$ cat src/wpe_pkg.sv
// Shared widths, limits, config bundle and helper functions for the
// waveform peak envelope block. No dependencies.

package wpe_pkg;

  localparam int unsigned MAX_COLUMNS  = 4096;
  localparam int unsigned MAX_CHANNELS = 8;
  localparam int unsigned RESULT_LIMIT = 64;
  localparam int unsigned FIFO_DEPTH   = 8;

  localparam int unsigned SAMPLE_W = 16;
  localparam int unsigned FRAME_W  = 32;
  localparam int unsigned COLCFG_W = 13;
  localparam int unsigned CHCFG_W  = 4;
  localparam int unsigned COL_W    = 12;
  localparam int unsigned CFGIDX_W = 2;
  localparam int unsigned CFGDAT_W = 32;

  // Columns are capped at 64 per frame.
  localparam int unsigned COL_PER_FRAME_SHIFT = 6;
  localparam int unsigned LIM_W = FRAME_W + COL_PER_FRAME_SHIFT;

  localparam int unsigned CH_W   = $clog2(MAX_CHANNELS + 1);
  localparam int unsigned IDX_W  = $clog2(MAX_CHANNELS);
  localparam int unsigned SUM_W  = SAMPLE_W + $clog2(MAX_CHANNELS);
  localparam int unsigned LEVEL_W = $clog2(FIFO_DEPTH + 1);
  localparam int unsigned PTR_W  = $clog2(FIFO_DEPTH);
  localparam int unsigned NUM_W  = $clog2(RESULT_LIMIT + 1);

  // Mean by reciprocal: q = (|sum| * ceil(2^K / ch)) >> K, exact for |sum| <= 2^(SUM_W-1).
  localparam int unsigned RECIP_SHIFT = SUM_W + 2;
  localparam int unsigned RECIP_W     = RECIP_SHIFT + 1;
  localparam int unsigned PROD_W      = SUM_W + RECIP_W;

  localparam logic [RECIP_W-1:0] RECIP_TABLE [MAX_CHANNELS+1] = '{
    RECIP_W'(0),
    RECIP_W'(2097152),
    RECIP_W'(1048576),
    RECIP_W'(699051),
    RECIP_W'(524288),
    RECIP_W'(419431),
    RECIP_W'(349526),
    RECIP_W'(299594),
    RECIP_W'(262144)
  };

  typedef enum logic [CFGIDX_W-1:0] {
    CFG_FRAME_COUNT   = 2'd0,
    CFG_COLUMN_COUNT  = 2'd1,
    CFG_CHANNEL_COUNT = 2'd2
  } cfg_idx_e;

  // Effective settings, derived from the config registers.
  typedef struct packed {
    logic                active;
    logic [FRAME_W-1:0]  frames;
    logic [COLCFG_W-1:0] columns;
    logic [CH_W-1:0]     channels;
  } cfg_t;

  typedef struct packed {
    logic                done;
    logic [FRAME_W-1:0]  quot;
    logic [COLCFG_W-1:0] rmd;
  } div_res_t;

  function automatic logic [CH_W-1:0] eff_channels(input logic [CHCFG_W-1:0] cc);
    logic [CH_W-1:0] r;
    if (cc == '0) begin
      r = CH_W'(1);
    end else if (cc > CHCFG_W'(MAX_CHANNELS)) begin
      r = CH_W'(MAX_CHANNELS);
    end else begin
      r = CH_W'(cc);
    end
    return r;
  endfunction

  function automatic logic [COLCFG_W-1:0] eff_columns(input logic [FRAME_W-1:0]  n,
                                                      input logic [COLCFG_W-1:0] cc);
    logic [COLCFG_W-1:0] c;
    logic [LIM_W-1:0]    lim;
    c   = (cc > COLCFG_W'(MAX_COLUMNS)) ? COLCFG_W'(MAX_COLUMNS) : cc;
    lim = {n, {COL_PER_FRAME_SHIFT{1'b0}}};
    if (LIM_W'(c) > lim) begin
      c = COLCFG_W'(lim);
    end
    return c;
  endfunction

endpackage

$ cat src/waveform_peak_envelope.sv
// Top level of the waveform peak envelope block: config registers, front,
// queue, divider and back. Depends on wpe_pkg and the wpe_* modules.
//
// Usage:
//   Input channel (in_valid_i / in_stall_o / sample_i): one Q1.15 channel
//   sample per word, channels interleaved frame by frame. A word moves at a
//   rising edge with valid high and stall low.
//   Output channel (out_valid_o / out_stall_i): one word per finished
//   column with its index, min and max mono value and a last-column flag.
//   Config channel (cfg_valid_i / cfg_ready_o): index 0 frame count,
//   1 column count, 2 channel count. Ready is always high. Any write,
//   to any index, restarts the clip. Write only while the block is idle.
// Flow:
//   The front takes one sample per cycle while in_stall_o is low; a finished
//   frame passes registers p1 and p2 into the queue. Per frame the back
//   visits S_IDLE and S_CHECK, per result word S_CHECK and S_CLAMP_LOOP; it
//   pops a closing frame in S_IDLE and registers its result in S_CHECK.
//   The slower of the input and the back loop sets the sustained frame rate.
// Reset and config: after reset or a config write the back runs a serial
//   divide of frame count by columns, then S_CLAMP_IDLE, before it drains
//   the queue; samples keep flowing until the 8-deep queue fills.
// Stall: a stalled result word holds; the back waits, the queue fills,
//   then in_stall_o rises.

module waveform_peak_envelope (
  input  logic                                clk_i,
  input  logic                                rst_ni,
  input  logic                                in_valid_i,
  output logic                                in_stall_o,
  input  logic signed [wpe_pkg::SAMPLE_W-1:0] sample_i,
  output logic                                out_valid_o,
  input  logic                                out_stall_i,
  output logic [wpe_pkg::COL_W-1:0]           column_o,
  output logic signed [wpe_pkg::SAMPLE_W-1:0] low_peak_o,
  output logic signed [wpe_pkg::SAMPLE_W-1:0] high_peak_o,
  output logic                                last_o,
  input  logic                                cfg_valid_i,
  output logic                                cfg_ready_o,
  input  logic [wpe_pkg::CFGIDX_W-1:0]        cfg_index_i,
  input  logic [wpe_pkg::CFGDAT_W-1:0]        cfg_data_i
);
  import wpe_pkg::*;

  logic [FRAME_W-1:0]  frame_count_q;
  logic [COLCFG_W-1:0] column_count_q;
  logic [CHCFG_W-1:0]  channel_count_q;
  logic                cfg_we;
  cfg_t                cfg;

  logic                  push, pop, fifo_valid, div_start;
  logic signed [SAMPLE_W-1:0] mono, fifo_data;
  logic [LEVEL_W-1:0]    level;
  div_res_t              div_res;

  assign cfg_ready_o = 1'b1;
  assign cfg_we      = cfg_valid_i && cfg_ready_o;

  // Effective settings: clamp columns and channels, gate on a non-empty clip.
  always_comb begin
    cfg.frames   = frame_count_q;
    cfg.columns  = eff_columns(frame_count_q, column_count_q);
    cfg.channels = eff_channels(channel_count_q);
    cfg.active   = (frame_count_q != '0) && (cfg.columns != '0);
  end

  always_ff @(posedge clk_i or negedge rst_ni) begin
    if (!rst_ni) begin
      frame_count_q   <= FRAME_W'(1);
      column_count_q  <= COLCFG_W'(1024);
      channel_count_q <= CHCFG_W'(2);
    end else if (cfg_we) begin
      unique case (cfg_index_i)
        CFG_FRAME_COUNT:   frame_count_q   <= cfg_data_i[FRAME_W-1:0];
        CFG_COLUMN_COUNT:  column_count_q  <= cfg_data_i[COLCFG_W-1:0];
        CFG_CHANNEL_COUNT: channel_count_q <= cfg_data_i[CHCFG_W-1:0];
        default: begin
          // Unmapped index: no register changes, the clip still restarts.
        end
      endcase
    end
  end

  wpe_front u_front (
    .clk_i      (clk_i),
    .rst_ni     (rst_ni),
    .restart_i  (cfg_we),
    .cfg_i      (cfg),
    .in_valid_i (in_valid_i),
    .in_stall_o (in_stall_o),
    .sample_i   (sample_i),
    .level_i    (level),
    .push_o     (push),
    .mono_o     (mono)
  );

  wpe_fifo u_fifo (
    .clk_i   (clk_i),
    .rst_ni  (rst_ni),
    .flush_i (cfg_we),
    .push_i  (push),
    .data_i  (mono),
    .pop_i   (pop),
    .valid_o (fifo_valid),
    .data_o  (fifo_data),
    .level_o (level)
  );

  wpe_divider u_div (
    .clk_i      (clk_i),
    .rst_ni     (rst_ni),
    .start_i    (div_start),
    .dividend_i (cfg.frames),
    .divisor_i  (cfg.columns),
    .res_o      (div_res)
  );

  wpe_back u_back (
    .clk_i        (clk_i),
    .rst_ni       (rst_ni),
    .restart_i    (cfg_we),
    .cfg_i        (cfg),
    .fifo_valid_i (fifo_valid),
    .fifo_data_i  (fifo_data),
    .pop_o        (pop),
    .div_start_o  (div_start),
    .div_i        (div_res),
    .out_valid_o  (out_valid_o),
    .out_stall_i  (out_stall_i),
    .column_o     (column_o),
    .low_peak_o   (low_peak_o),
    .high_peak_o  (high_peak_o),
    .last_o       (last_o)
  );

endmodule

$ cat src/wpe_fifo.sv
// Short word queue between the front and back parts of the envelope block.
// Depends on wpe_pkg.

module wpe_fifo (
  input  logic                               clk_i,
  input  logic                               rst_ni,
  input  logic                               flush_i,
  input  logic                               push_i,
  input  logic signed [wpe_pkg::SAMPLE_W-1:0] data_i,
  input  logic                               pop_i,
  output logic                               valid_o,
  output logic signed [wpe_pkg::SAMPLE_W-1:0] data_o,
  output logic [wpe_pkg::LEVEL_W-1:0]        level_o
);
  import wpe_pkg::*;

  logic signed [SAMPLE_W-1:0] mem_q [FIFO_DEPTH];
  logic [PTR_W-1:0]   wr_ptr_q, rd_ptr_q;
  logic [LEVEL_W-1:0] level_q;
  logic               do_pop;

  assign do_pop  = pop_i && (level_q != '0);
  assign valid_o = (level_q != '0);
  assign data_o  = mem_q[rd_ptr_q];
  assign level_o = level_q;

  always_ff @(posedge clk_i) begin
    if (push_i) begin
      mem_q[wr_ptr_q] <= data_i;
    end
  end

  always_ff @(posedge clk_i or negedge rst_ni) begin
    if (!rst_ni) begin
      wr_ptr_q <= '0;
      rd_ptr_q <= '0;
      level_q  <= '0;
    end else if (flush_i) begin
      wr_ptr_q <= '0;
      rd_ptr_q <= '0;
      level_q  <= '0;
    end else begin
      if (push_i) begin
        wr_ptr_q <= wr_ptr_q + PTR_W'(1);
      end
      if (do_pop) begin
        rd_ptr_q <= rd_ptr_q + PTR_W'(1);
      end
      unique case ({push_i, do_pop})
        2'b10:   level_q <= level_q + LEVEL_W'(1);
        2'b01:   level_q <= level_q - LEVEL_W'(1);
        default: level_q <= level_q;
      endcase
    end
  end

endmodule

$ cat src/wpe_front.sv
// Front part: takes interleaved samples, sums a frame and forms the mono
// mean in a two-stage reciprocal multiply. Depends on wpe_pkg.

module wpe_front (
  input  logic                                clk_i,
  input  logic                                rst_ni,
  input  logic                                restart_i,
  input  wpe_pkg::cfg_t                       cfg_i,
  input  logic                                in_valid_i,
  output logic                                in_stall_o,
  input  logic signed [wpe_pkg::SAMPLE_W-1:0] sample_i,
  input  logic [wpe_pkg::LEVEL_W-1:0]         level_i,
  output logic                                push_o,
  output logic signed [wpe_pkg::SAMPLE_W-1:0] mono_o
);
  import wpe_pkg::*;

  logic signed [SUM_W-1:0] sum_q, sum_next, sample_ext;
  logic [IDX_W-1:0]        idx_q;
  logic                    accept, frame_done;
  logic [LEVEL_W+1:0]      occupancy;

  logic                    p1_v_q, p1_neg_q;
  logic [SUM_W-1:0]        p1_mag_q;
  logic [RECIP_W-1:0]      p1_recip_q;
  logic                    p2_v_q, p2_neg_q;
  logic [PROD_W-1:0]       p2_prod_q;
  logic [SAMPLE_W:0]       quo;

  // Hold off while the queue could not take every frame in flight.
  assign occupancy  = (LEVEL_W+2)'(level_i) + (LEVEL_W+2)'(p1_v_q) + (LEVEL_W+2)'(p2_v_q);
  assign in_stall_o = (occupancy >= (LEVEL_W+2)'(FIFO_DEPTH));
  assign accept     = in_valid_i && !in_stall_o;

  assign sample_ext = SUM_W'(sample_i);
  assign sum_next   = sum_q + sample_ext;
  assign frame_done = accept && cfg_i.active &&
                      ((CH_W'(idx_q) + CH_W'(1)) == cfg_i.channels);

  assign quo    = p2_prod_q[RECIP_SHIFT +: SAMPLE_W+1];
  assign push_o = p2_v_q;
  assign mono_o = SAMPLE_W'(p2_neg_q ? (~quo + (SAMPLE_W+1)'(1)) : quo);

  always_ff @(posedge clk_i) begin
    if (frame_done) begin
      p1_neg_q   <= sum_next[SUM_W-1];
      p1_mag_q   <= sum_next[SUM_W-1] ? SUM_W'(-sum_next) : SUM_W'(sum_next);
      p1_recip_q <= RECIP_TABLE[cfg_i.channels];
    end
    if (p1_v_q) begin
      p2_neg_q  <= p1_neg_q;
      p2_prod_q <= PROD_W'(p1_mag_q) * PROD_W'(p1_recip_q);
    end
  end

  always_ff @(posedge clk_i or negedge rst_ni) begin
    if (!rst_ni) begin
      sum_q  <= '0;
      idx_q  <= '0;
      p1_v_q <= 1'b0;
      p2_v_q <= 1'b0;
    end else if (restart_i) begin
      sum_q  <= '0;
      idx_q  <= '0;
      p1_v_q <= 1'b0;
      p2_v_q <= 1'b0;
    end else begin
      if (accept && cfg_i.active) begin
        if (frame_done) begin
          sum_q <= '0;
          idx_q <= '0;
        end else begin
          sum_q <= sum_next;
          idx_q <= idx_q + IDX_W'(1);
        end
      end
      p1_v_q <= frame_done;
      p2_v_q <= p1_v_q;
    end
  end

endmodule

$ cat src/wpe_divider.sv
// Restoring divider, one quotient bit per cycle: frame count by column
// count, used to step column boundaries. Depends on wpe_pkg.

module wpe_divider (
  input  logic                           clk_i,
  input  logic                           rst_ni,
  input  logic                           start_i,
  input  logic [wpe_pkg::FRAME_W-1:0]    dividend_i,
  input  logic [wpe_pkg::COLCFG_W-1:0]   divisor_i,
  output wpe_pkg::div_res_t              res_o
);
  import wpe_pkg::*;

  localparam int unsigned CNT_W = $clog2(FRAME_W);

  logic                  busy_q, done_q;
  logic [CNT_W-1:0]      cnt_q;
  logic [FRAME_W-1:0]    quot_q;
  logic [COLCFG_W-1:0]   rmd_q, dvs_q;
  logic [COLCFG_W:0]     shifted;
  logic                  ge;

  assign shifted = {rmd_q, quot_q[FRAME_W-1]};
  assign ge      = (shifted >= {1'b0, dvs_q});

  assign res_o.done = done_q;
  assign res_o.quot = quot_q;
  assign res_o.rmd  = rmd_q;

  always_ff @(posedge clk_i) begin
    if (start_i) begin
      quot_q <= dividend_i;
      rmd_q  <= '0;
      dvs_q  <= divisor_i;
    end else if (busy_q) begin
      quot_q <= {quot_q[FRAME_W-2:0], ge};
      rmd_q  <= COLCFG_W'(ge ? (shifted - {1'b0, dvs_q}) : shifted);
    end
  end

  always_ff @(posedge clk_i or negedge rst_ni) begin
    if (!rst_ni) begin
      busy_q <= 1'b0;
      done_q <= 1'b0;
      cnt_q  <= '0;
    end else begin
      done_q <= 1'b0;
      if (start_i) begin
        busy_q <= 1'b1;
        cnt_q  <= '0;
      end else if (busy_q) begin
        cnt_q <= cnt_q + CNT_W'(1);
        if (cnt_q == CNT_W'(FRAME_W - 1)) begin
          busy_q <= 1'b0;
          done_q <= 1'b1;
        end
      end
    end
  end

endmodule

$ cat src/wpe_back.sv
// Back part: tracks column boundaries and running min/max per frame and
// emits one result word per finished column. Depends on wpe_pkg.

module wpe_back (
  input  logic                                clk_i,
  input  logic                                rst_ni,
  input  logic                                restart_i,
  input  wpe_pkg::cfg_t                       cfg_i,
  input  logic                                fifo_valid_i,
  input  logic signed [wpe_pkg::SAMPLE_W-1:0] fifo_data_i,
  output logic                                pop_o,
  output logic                                div_start_o,
  input  wpe_pkg::div_res_t                   div_i,
  output logic                                out_valid_o,
  input  logic                                out_stall_i,
  output logic [wpe_pkg::COL_W-1:0]           column_o,
  output logic signed [wpe_pkg::SAMPLE_W-1:0] low_peak_o,
  output logic signed [wpe_pkg::SAMPLE_W-1:0] high_peak_o,
  output logic                                last_o
);
  import wpe_pkg::*;

  typedef enum logic [2:0] {
    S_DIV_START,
    S_DIV_WAIT,
    S_CLAMP_IDLE,
    S_CLAMP_LOOP,
    S_IDLE,
    S_CHECK
  } state_e;

  state_e                   state_q;
  logic [FRAME_W-1:0]       quot_q, raw_start_q, raw_end_q, end_q, frame_q;
  logic [COLCFG_W-1:0]      rmd_q, rem_q;
  logic [COL_W-1:0]         col_q;
  logic [NUM_W-1:0]         n_q;
  logic signed [SAMPLE_W-1:0] m_q, low_q, high_q;

  logic                     out_valid_q, last_q;
  logic [COL_W-1:0]         column_q;
  logic signed [SAMPLE_W-1:0] out_low_q, out_high_q;

  logic [FRAME_W:0]         lo_bound, end_bound, frame_next;
  logic [FRAME_W-1:0]       clamped, end_adv;
  logic [COLCFG_W:0]        rsum;
  logic [COLCFG_W-1:0]      rem_adv;
  logic                     carry, hit, is_last, out_free, start_hit;
  logic signed [SAMPLE_W-1:0] new_low, new_high;

  always_comb begin
    lo_bound  = {1'b0, raw_start_q} + (FRAME_W+1)'(1);
    end_bound = ({1'b0, raw_end_q} < lo_bound) ? lo_bound : {1'b0, raw_end_q};
    clamped   = (end_bound > {1'b0, cfg_i.frames}) ? cfg_i.frames : end_bound[FRAME_W-1:0];

    frame_next = {1'b0, frame_q} + (FRAME_W+1)'(1);
    hit        = (frame_next >= {1'b0, end_q}) && (n_q < NUM_W'(RESULT_LIMIT));
    is_last    = ((COLCFG_W'(col_q) + COLCFG_W'(1)) >= cfg_i.columns);

    rsum    = {1'b0, rem_q} + {1'b0, rmd_q};
    carry   = (rsum >= {1'b0, cfg_i.columns});
    rem_adv = COLCFG_W'(carry ? (rsum - {1'b0, cfg_i.columns}) : rsum);
    end_adv = raw_end_q + quot_q + FRAME_W'(carry);

    start_hit = (frame_q == raw_start_q);
    new_low   = (start_hit || fifo_data_i < low_q)  ? fifo_data_i : low_q;
    new_high  = (start_hit || fifo_data_i > high_q) ? fifo_data_i : high_q;
    out_free  = !out_valid_q || !out_stall_i;
  end

  assign pop_o       = (state_q == S_IDLE) && fifo_valid_i;
  assign div_start_o = (state_q == S_DIV_START);
  assign out_valid_o = out_valid_q;
  assign column_o    = column_q;
  assign low_peak_o  = out_low_q;
  assign high_peak_o = out_high_q;
  assign last_o      = last_q;

  always_ff @(posedge clk_i or negedge rst_ni) begin
    if (!rst_ni) begin
      state_q     <= S_DIV_START;
      out_valid_q <= 1'b0;
      last_q      <= 1'b0;
      column_q    <= '0;
      out_low_q   <= '0;
      out_high_q  <= '0;
      quot_q      <= '0;
      rmd_q       <= '0;
      raw_start_q <= '0;
      raw_end_q   <= '0;
      end_q       <= '0;
      rem_q       <= '0;
      frame_q     <= '0;
      col_q       <= '0;
      n_q         <= '0;
      m_q         <= '0;
      low_q       <= '0;
      high_q      <= '0;
    end else if (restart_i) begin
      state_q     <= S_DIV_START;
      out_valid_q <= 1'b0;
    end else begin
      if (out_valid_q && !out_stall_i) begin
        out_valid_q <= 1'b0;
      end
      unique case (state_q)
        S_DIV_START: begin
          state_q <= S_DIV_WAIT;
        end
        S_DIV_WAIT: begin
          if (div_i.done) begin
            quot_q      <= div_i.quot;
            rmd_q       <= div_i.rmd;
            raw_start_q <= '0;
            raw_end_q   <= div_i.quot;
            rem_q       <= div_i.rmd;
            col_q       <= '0;
            frame_q     <= '0;
            low_q       <= '0;
            high_q      <= '0;
            state_q     <= S_CLAMP_IDLE;
          end
        end
        S_CLAMP_IDLE: begin
          end_q   <= clamped;
          state_q <= S_IDLE;
        end
        S_CLAMP_LOOP: begin
          end_q   <= clamped;
          state_q <= S_CHECK;
        end
        S_IDLE: begin
          if (fifo_valid_i) begin
            m_q     <= fifo_data_i;
            low_q   <= new_low;
            high_q  <= new_high;
            n_q     <= '0;
            state_q <= S_CHECK;
          end
        end
        S_CHECK: begin
          if (hit) begin
            if (out_free) begin
              out_valid_q <= 1'b1;
              column_q    <= col_q;
              out_low_q   <= low_q;
              out_high_q  <= high_q;
              last_q      <= is_last;
              n_q         <= n_q + NUM_W'(1);
              if (is_last) begin
                // End of clip: start over on the next frame.
                raw_start_q <= '0;
                raw_end_q   <= quot_q;
                rem_q       <= rmd_q;
                col_q       <= '0;
                frame_q     <= '0;
                low_q       <= '0;
                high_q      <= '0;
                state_q     <= S_CLAMP_IDLE;
              end else begin
                col_q       <= col_q + COL_W'(1);
                raw_start_q <= raw_end_q;
                raw_end_q   <= end_adv;
                rem_q       <= rem_adv;
                if (raw_end_q == frame_q) begin
                  low_q  <= m_q;
                  high_q <= m_q;
                end
                state_q <= S_CLAMP_LOOP;
              end
            end
          end else begin
            frame_q <= frame_next[FRAME_W-1:0];
            state_q <= S_IDLE;
          end
        end
        default: begin
          state_q <= S_DIV_START;
        end
      endcase
    end
  end

endmodule

$ cat config.mk
export PLATFORM = sky130hd
export DESIGN_NAME = waveform_peak_envelope
export DESIGN_NICKNAME = d
export VERILOG_FILES = /design/src/wpe_pkg.sv /design/src/waveform_peak_envelope.sv /design/src/wpe_fifo.sv /design/src/wpe_front.sv /design/src/wpe_divider.sv /design/src/wpe_back.sv
export SDC_FILE = /design/constraint.sdc
export NUM_CORES = 2
export LEC_CHECK = 0
export ABC_CLOCK_PERIOD_IN_PS = 9700
export CAP_MARGIN = 5
export CORE_MARGIN = 2
export CORE_UTILIZATION = 55
export DETAILED_ROUTE_END_ITERATION = 8
export DONT_BUFFER_PORTS = 1
export PLACE_DENSITY = 0.79
export SYNTH_ARGS = -nofsm -noshare
export SYNTH_HDL_FRONTEND = slang
export SYNTH_SLANG_ARGS = --single-unit
$ cat constraint.sdc
create_clock -name clk_i -period 9.7 [get_ports clk_i]
set_input_delay 0.485 -clock clk_i [delete_from_list [all_inputs] [get_ports clk_i]]
set_output_delay 0.485 -clock clk_i [all_outputs]
set_load 0.005 [all_outputs]
* After elaboration in Yosys (flattened, before gate mapping) *
Memory sizes are Yosys's and may differ from the RTL's. A register that Yosys moved wholly into a read port is not among the register bits.
Cells that the tools add are included.

word-level totals
  memory bits (read-only) = 352
  memories kept = 2
  bits in writable memories = 128
  logic and storage cells = 234
  bits in registers = 508

memory list
  name             words  bits a word  read ports  clocked after Yosys merged registers in  wr ports  line             text
  (no name shown)  16     22           1           1                                        0         wpe_front.sv:48  p1_recip_q <= RECIP_TABLE[cfg_i.channels];
  u_fifo.mem_q     8      16           1           0                                        1         wpe_fifo.sv:17   logic signed [SAMPLE_W-1:0] mem_q [FIFO_DEPTH];

cells by class
  reduce and logical (&&, ||, !) cells = 42
  bitwise gates (word level) = 3
  eq/ne operators = 25
  order comparisons = 13
  $mul = 1
  muxes and demuxes = 87
  add/subtract/negate cells = 22

operator list
  cell                   count
  $mux 32                14
  $pmux 32 s2            3
  $mux 16                10
  $mux 13                8
  $pmux 16 s3            2
  $add 32x1->33 const B  2
  $eq 32x32->1           2
  $mux 19                3
  $mux 12                4
  $gt 13x38->1           1
  $mul 19x22->37         1
  $mux 3                 12
  $ge 33x32->1           1
  $gt 33x32->1           1
  $lt 32x33->1           1
  $mux 33                1
  $add 32x1->32          1
  $add 32x32->32         1
  $reduce_bool 32->1     1
  $ge 14x13->1           2
  $pmux 13 s2            1
  $sub 13x13->13         2
  $pmux 12 s2            1
  $mux 7                 3
  60 further kinds       115

* Longest topological paths before layout *
  word-level depth = 11
  depth in mapped cells = 34
  mapped depth without buffers = 31

* By module *
From an unflattened synthesis, not the netlist that was laid out.

second synthesis, totals
  cells, all modules = 4,878
  area total of the unflattened synthesis = 48,660.4 um^2

modules (own cells, without submodules)
  module                  instances  area an instance (um^2)  cells each  sequential area each (um^2)
  wpe_back                1          21,664.5                 2,487       7,557.2
  wpe_front               1          15,781.4                 1,662       2,102.0
  wpe_fifo                1          5,442.7                  254         4,093.9
  wpe_divider             1          3,413.3                  287         1,786.7
  waveform_peak_envelope  1          2,358.5                  188         1,229.9

* Worst setup path before layout *
Ideal clock, no wire load.

  kind = flip-flop to flip-flop
  from = register column_count_q[12]
  to = register u_back.raw_end_q[16]
  clock period less this slack = 6.932 ns
  setup time = 0.146 ns
  path buffers = 3
  path slack = 2.768 ns
  arrival time = 6.786 ns
  cell stages (with the launch flop) = 35
  cell sequence = dfrtp_1 clkbuf_1 nor2b_1 ha_1 nor2b_1 o21a_1 o21a_1 o21ai_0 a21oi_1 buf_1 a21oi_1 and2_1 ha_1 inv_1 fa_1 a21o_1 a21o_1 a221oi_1 o21ai_0 o21ai_0 nand2_1 a31oi_1 clkbuf_1 fa_1 fa_1 nand2b_1 a21oi_1 o21a_1 o21ai_0 a21oi_1 o211ai_1 a21boi_0 or3_1 a31oi_1 o221ai_1

RTL lines
  item                    line                          text
  start, declared         waveform_peak_envelope.sv:45  logic [COLCFG_W-1:0] column_count_q;
  start signal, assigned  waveform_peak_envelope.sv:74  CFG_COLUMN_COUNT: column_count_q <= cfg_data_i[COLCFG_W-1:0];
  end signal, assigned    wpe_back.sv:114               raw_end_q <= div_i.quot;
  end signal, assigned    wpe_back.sv:152               raw_end_q <= quot_q;
  end signal, assigned    wpe_back.sv:162               raw_end_q <= end_adv;
  end, declared           wpe_back.sv:33                logic [FRAME_W-1:0] quot_q, raw_start_q, raw_end_q, end_q, frame_q;

* Worst setup path in the final report *
  from = register u_back.raw_start_q[2]
  to = register u_back.end_q[8]

on the way
  longest elaborated chain between the ends = 5

ends and longest elaborated chain
  item                    line             text
  start, declared         wpe_back.sv:33
  start signal, assigned  wpe_back.sv:161  raw_start_q <= raw_end_q;
  $add 32x1->33 *         wpe_back.sv:51   lo_bound = {1'b0, raw_start_q} + (FRAME_W+1)'(1);
  $lt 32x33->1            wpe_back.sv:52   end_bound = ({1'b0, raw_end_q} < lo_bound) ? lo_bound : {1'b0, raw_end_q};
  $mux 33 *               wpe_back.sv:52
  $gt 33x32->1            wpe_back.sv:53   clamped = (end_bound > {1'b0, cfg_i.frames}) ? cfg_i.frames : end_bound[FRAME_W-1:0];
  $mux 32 *               wpe_back.sv:53
  end signal, assigned    wpe_back.sv:124  end_q <= clamped;
  end signal, assigned    wpe_back.sv:128  end_q <= clamped;
  end, declared           wpe_back.sv:33

Mark *: on every way between the ends. The rest lies on a longest branch, timed or not.
A chain may end at the register's enable or synchronous reset.

==> results.yml <==
timing:
  fin_ws_ns: 1.70
  period_share: 0.825
  drv_slew: 0
  final.setup.tns_ns: 0
  rsz0062_at_grt: "false"
  fin_crit_ns: 8.00
  max_freq_mhz: 125
  worst_pin_slew_ns: 1.20
  holdWs_ns: 0.0230
  relSlewSlack: 0.198
  setup-violations-final: 0
  fin_worst_skew_ns: 0.0346
  hold_violations: 0
clock_network:
  clkTransAtPathRegs_ns: 0.07
  clk_latency_ns: 0.66
  clock_path_buffers: 3
  post_cts_buffers: 0
  cts_tree: "built"
  cts-root-buf: "clkbuf_16"
  cts_sinks: 628
  htreeDepth: 3
  cts_buffers: 72
  cts_resized: 0
logic_synthesis:
  synth_fp_nets: 5515
  synth_area_um2: 47400
  ys_warn_count: 0
  seq_area_frac_synth: 0.354
  syn_avg_cell_area_um2: 9.92
  yosysUniqueCellTypes: 91
  synth_area_leaders: "dfrtp_1 21%, edfxtp_1 14%, fa_1 14%"
  synth_enable_flop_cells: 223
  synth_ff_type: "dfrtp_1"
  yosysTopAreaCellShare: 0.205
  async_flop_share: 0.624
  netlist_instances: 4777
  synth_top_cell_by_area: "dfrtp_1"
  synth_seq_cells: 628
floorplan:
  die-area_um2: 88500
  core_area_um2: 85300
  die_h_um: 298
  die_w_um: 298
  start_util: 0.556
  fp-row-count: 107
  io_pins: 103
worst_setup_path:
  cp_common_cell: "a21oi_1"
  crit_slowest_cell: "nor4_1"
  slowest_delay_ns: 0.71
  crit_arrival_ns: 8.49
  regToRegSetupSlack_ns: 1.70
  crit_path_end_kind: "flip-flop"
  cp_top_family: "simple AND/OR/NAND/NOR gates"
  crit_type: "reg2reg"
  crit_required_ns: 10.19
  reg2reg_depth: 28
  crit_fanout: 29
  startpoint_type: "flip-flop"
  r2r_start: "u_back.raw_start_q[2]"
  r2r_end: "u_back.end_q[8]"
  crit_buf_inv: 2
place:
  routabilityCongestion: 1.00
  dpl_cell_area_um2: 48300
  portBuffers: 0
  dpl_worst_slack_ns: 1.92
  dp_cells: 5747
  dp_hpwl_mm: 96.8
global_routing:
  grt_usage: 0.296
  grt_pass1_vias: 35900
  grt_overflow: 0
  grt_antenna_before_repair: 11
  grt_max_degree: 393
  grt_first_pass_wirelength_mm: 205
cells_and_area:
  layout.nets: 5451
  final_cells: 5921
  layout_common_cells: "612 x nand2_1, 586 x inv_1, 388 x dfrtp_1"
  drive_gt1_frac: 0.0647
  stdcell_area_um2: 51300
  layout_commonest_cell: "nand2_1"
  postLayoutCoreUtil: 0.601
  area_delta_synth_final_pct: 8.15
drt:
  antenna_left: 0
  drtIter0Drc: 3352
  firstDrtPassIters: 6
  wl_per_cell_um: 22.0
  route.vias.total: 35400
  vias_per_cell: 5.97
  postRouteWirelength_mm: 130
  drc: 0
hold_path:
  holdCritPathClass: "in2reg"
  holdPathEnd: "column_count_q[3]"
  min_from: "cfg_data_i[3]"
  min_path_cells: 1
run_status:
  status: "complete, no violations"
power_and_ir_drop:
  ir_drop_v: 0.000495
  p_total_mw: 14.2
  leakagePower_nw: 23.4
  powerDensity_nw_per_um2: 277
flow_run:
  drv_cap: 0
-- layout make-up --
cell class / instances / area [um2]
diodes: 4 / 10.0
flip-flops and latches: 628 / 16800
repair buffers: 75 / 706
well taps: 1144 / 1430
clock buffers: 91 / 1990
multi-input cells: 3349 / 27600
clock inverters: 43 / 518
inverters: 587 / 2200
fillers: 6982 / 34000
-- metal layers --
| metal | global-route usage | up-vias | part of all wire |
|---|---|---|---|
| li1 | - | 16000 | - |
| met1 | 0.391 | 17500 | 0.40 |
| met2 | 0.478 | 1509 | 0.47 |
| met3 | 0.0622 | 340 | 0.085 |
| met4 | 0.115 | 12 | 0.041 |
| met5 | 0 | - | 0.00063 |
-- logic make-up after synthesis --
logic type      Yosys count  share of synthesized area
buf+inv                 800                     0.0653
compound gates          849                      0.113
other cells               1                  0.0000791
mux                     202                     0.0536
xor+xnor                268                     0.0495
flops                   628                      0.354
fa+ha+maj               683                      0.232
simple gates           1346                      0.133
-- registers in the layout, summed over array words and instances, names as in the netlist, 16 cells and up --
| name | count |
|---|---|
| u_fifo.mem_q | 128 |
| u_back.high_peak_o | 16 |
| u_div.quot_q | 32 |
| u_back.frame_q | 32 |
| u_back.quot_q | 32 |
| u_front.p1_mag_q | 19 |
| u_front.sum_q | 19 |
| u_back.raw_start_q | 32 |
| u_back.m_q | 16 |
| u_back.low_q | 16 |
| u_back.low_peak_o | 16 |
| u_back.end_q | 32 |
| u_back.raw_end_q | 32 |
| frame_count_q | 32 |
| u_back.high_q | 16 |
| u_front.p2_prod_q | 16 |
-- synth_stat cells, types with 68 or more instances --
master / count
clkbuf_1: 165
ha_1: 355
o21ai_0: 296
mux2i_1: 104
a21o_1: 68
and2_1: 151
edfxtp_1: 223
nand3_1: 78
fa_1: 328
nor2_1: 201
nand2_1: 614
a21oi_1: 169
xor2_1: 88
dfrtp_1: 389
xnor2_1: 180
inv_1: 586
-- worst register-to-register path: cells and delay by family, from the launching register on --
kind	cells	cell delay, ns
and+or+nand+nor	10	3.29
AOI/OAI and AO/OA	11	1.72
adders and majority gates	2	0.59
buffers and inverters	2	0.99
DFF	1	0.49
muxes	2	0.61
xor gates and xnor gates	1	0.18
-- how the worst max path moves through the flow --
stage,to,slack (ns),depth (start not counted),from
final,u_back.end_q[8],1.70,28,u_back.raw_start_q[2]
after global routing,u_back.end_q[17],1.08,29,u_back.raw_start_q[0]
after CTS,u_back.end_q[9],1.90,28,u_back.raw_start_q[2]
after detailed placement,u_back.end_q[25],1.92,28,u_back.raw_start_q[2]
after global placement,u_back.end_q[23],2.14,29,u_back.raw_start_q[0]
after floorplan,u_back.raw_end_q[16],2.77,34,column_count_q[12]
-- timing repair --
action,4_1_cts,5_1_grt
hold buffers,33,1
endpoints found under the hold margin,453,94
setup endpoints to repair,0,0
-- power breakdown --
group | total (mW) | leakage [nW] | internal, mW | switching [mW]
clock network | 2.86 | 1.20 | 1.64 | 1.22
logic | 7.75 | 14.8 | 3.44 | 4.30
registers | 3.59 | 7.37 | 3.35 | 0.238
Power figures use the tool's default switching activity.
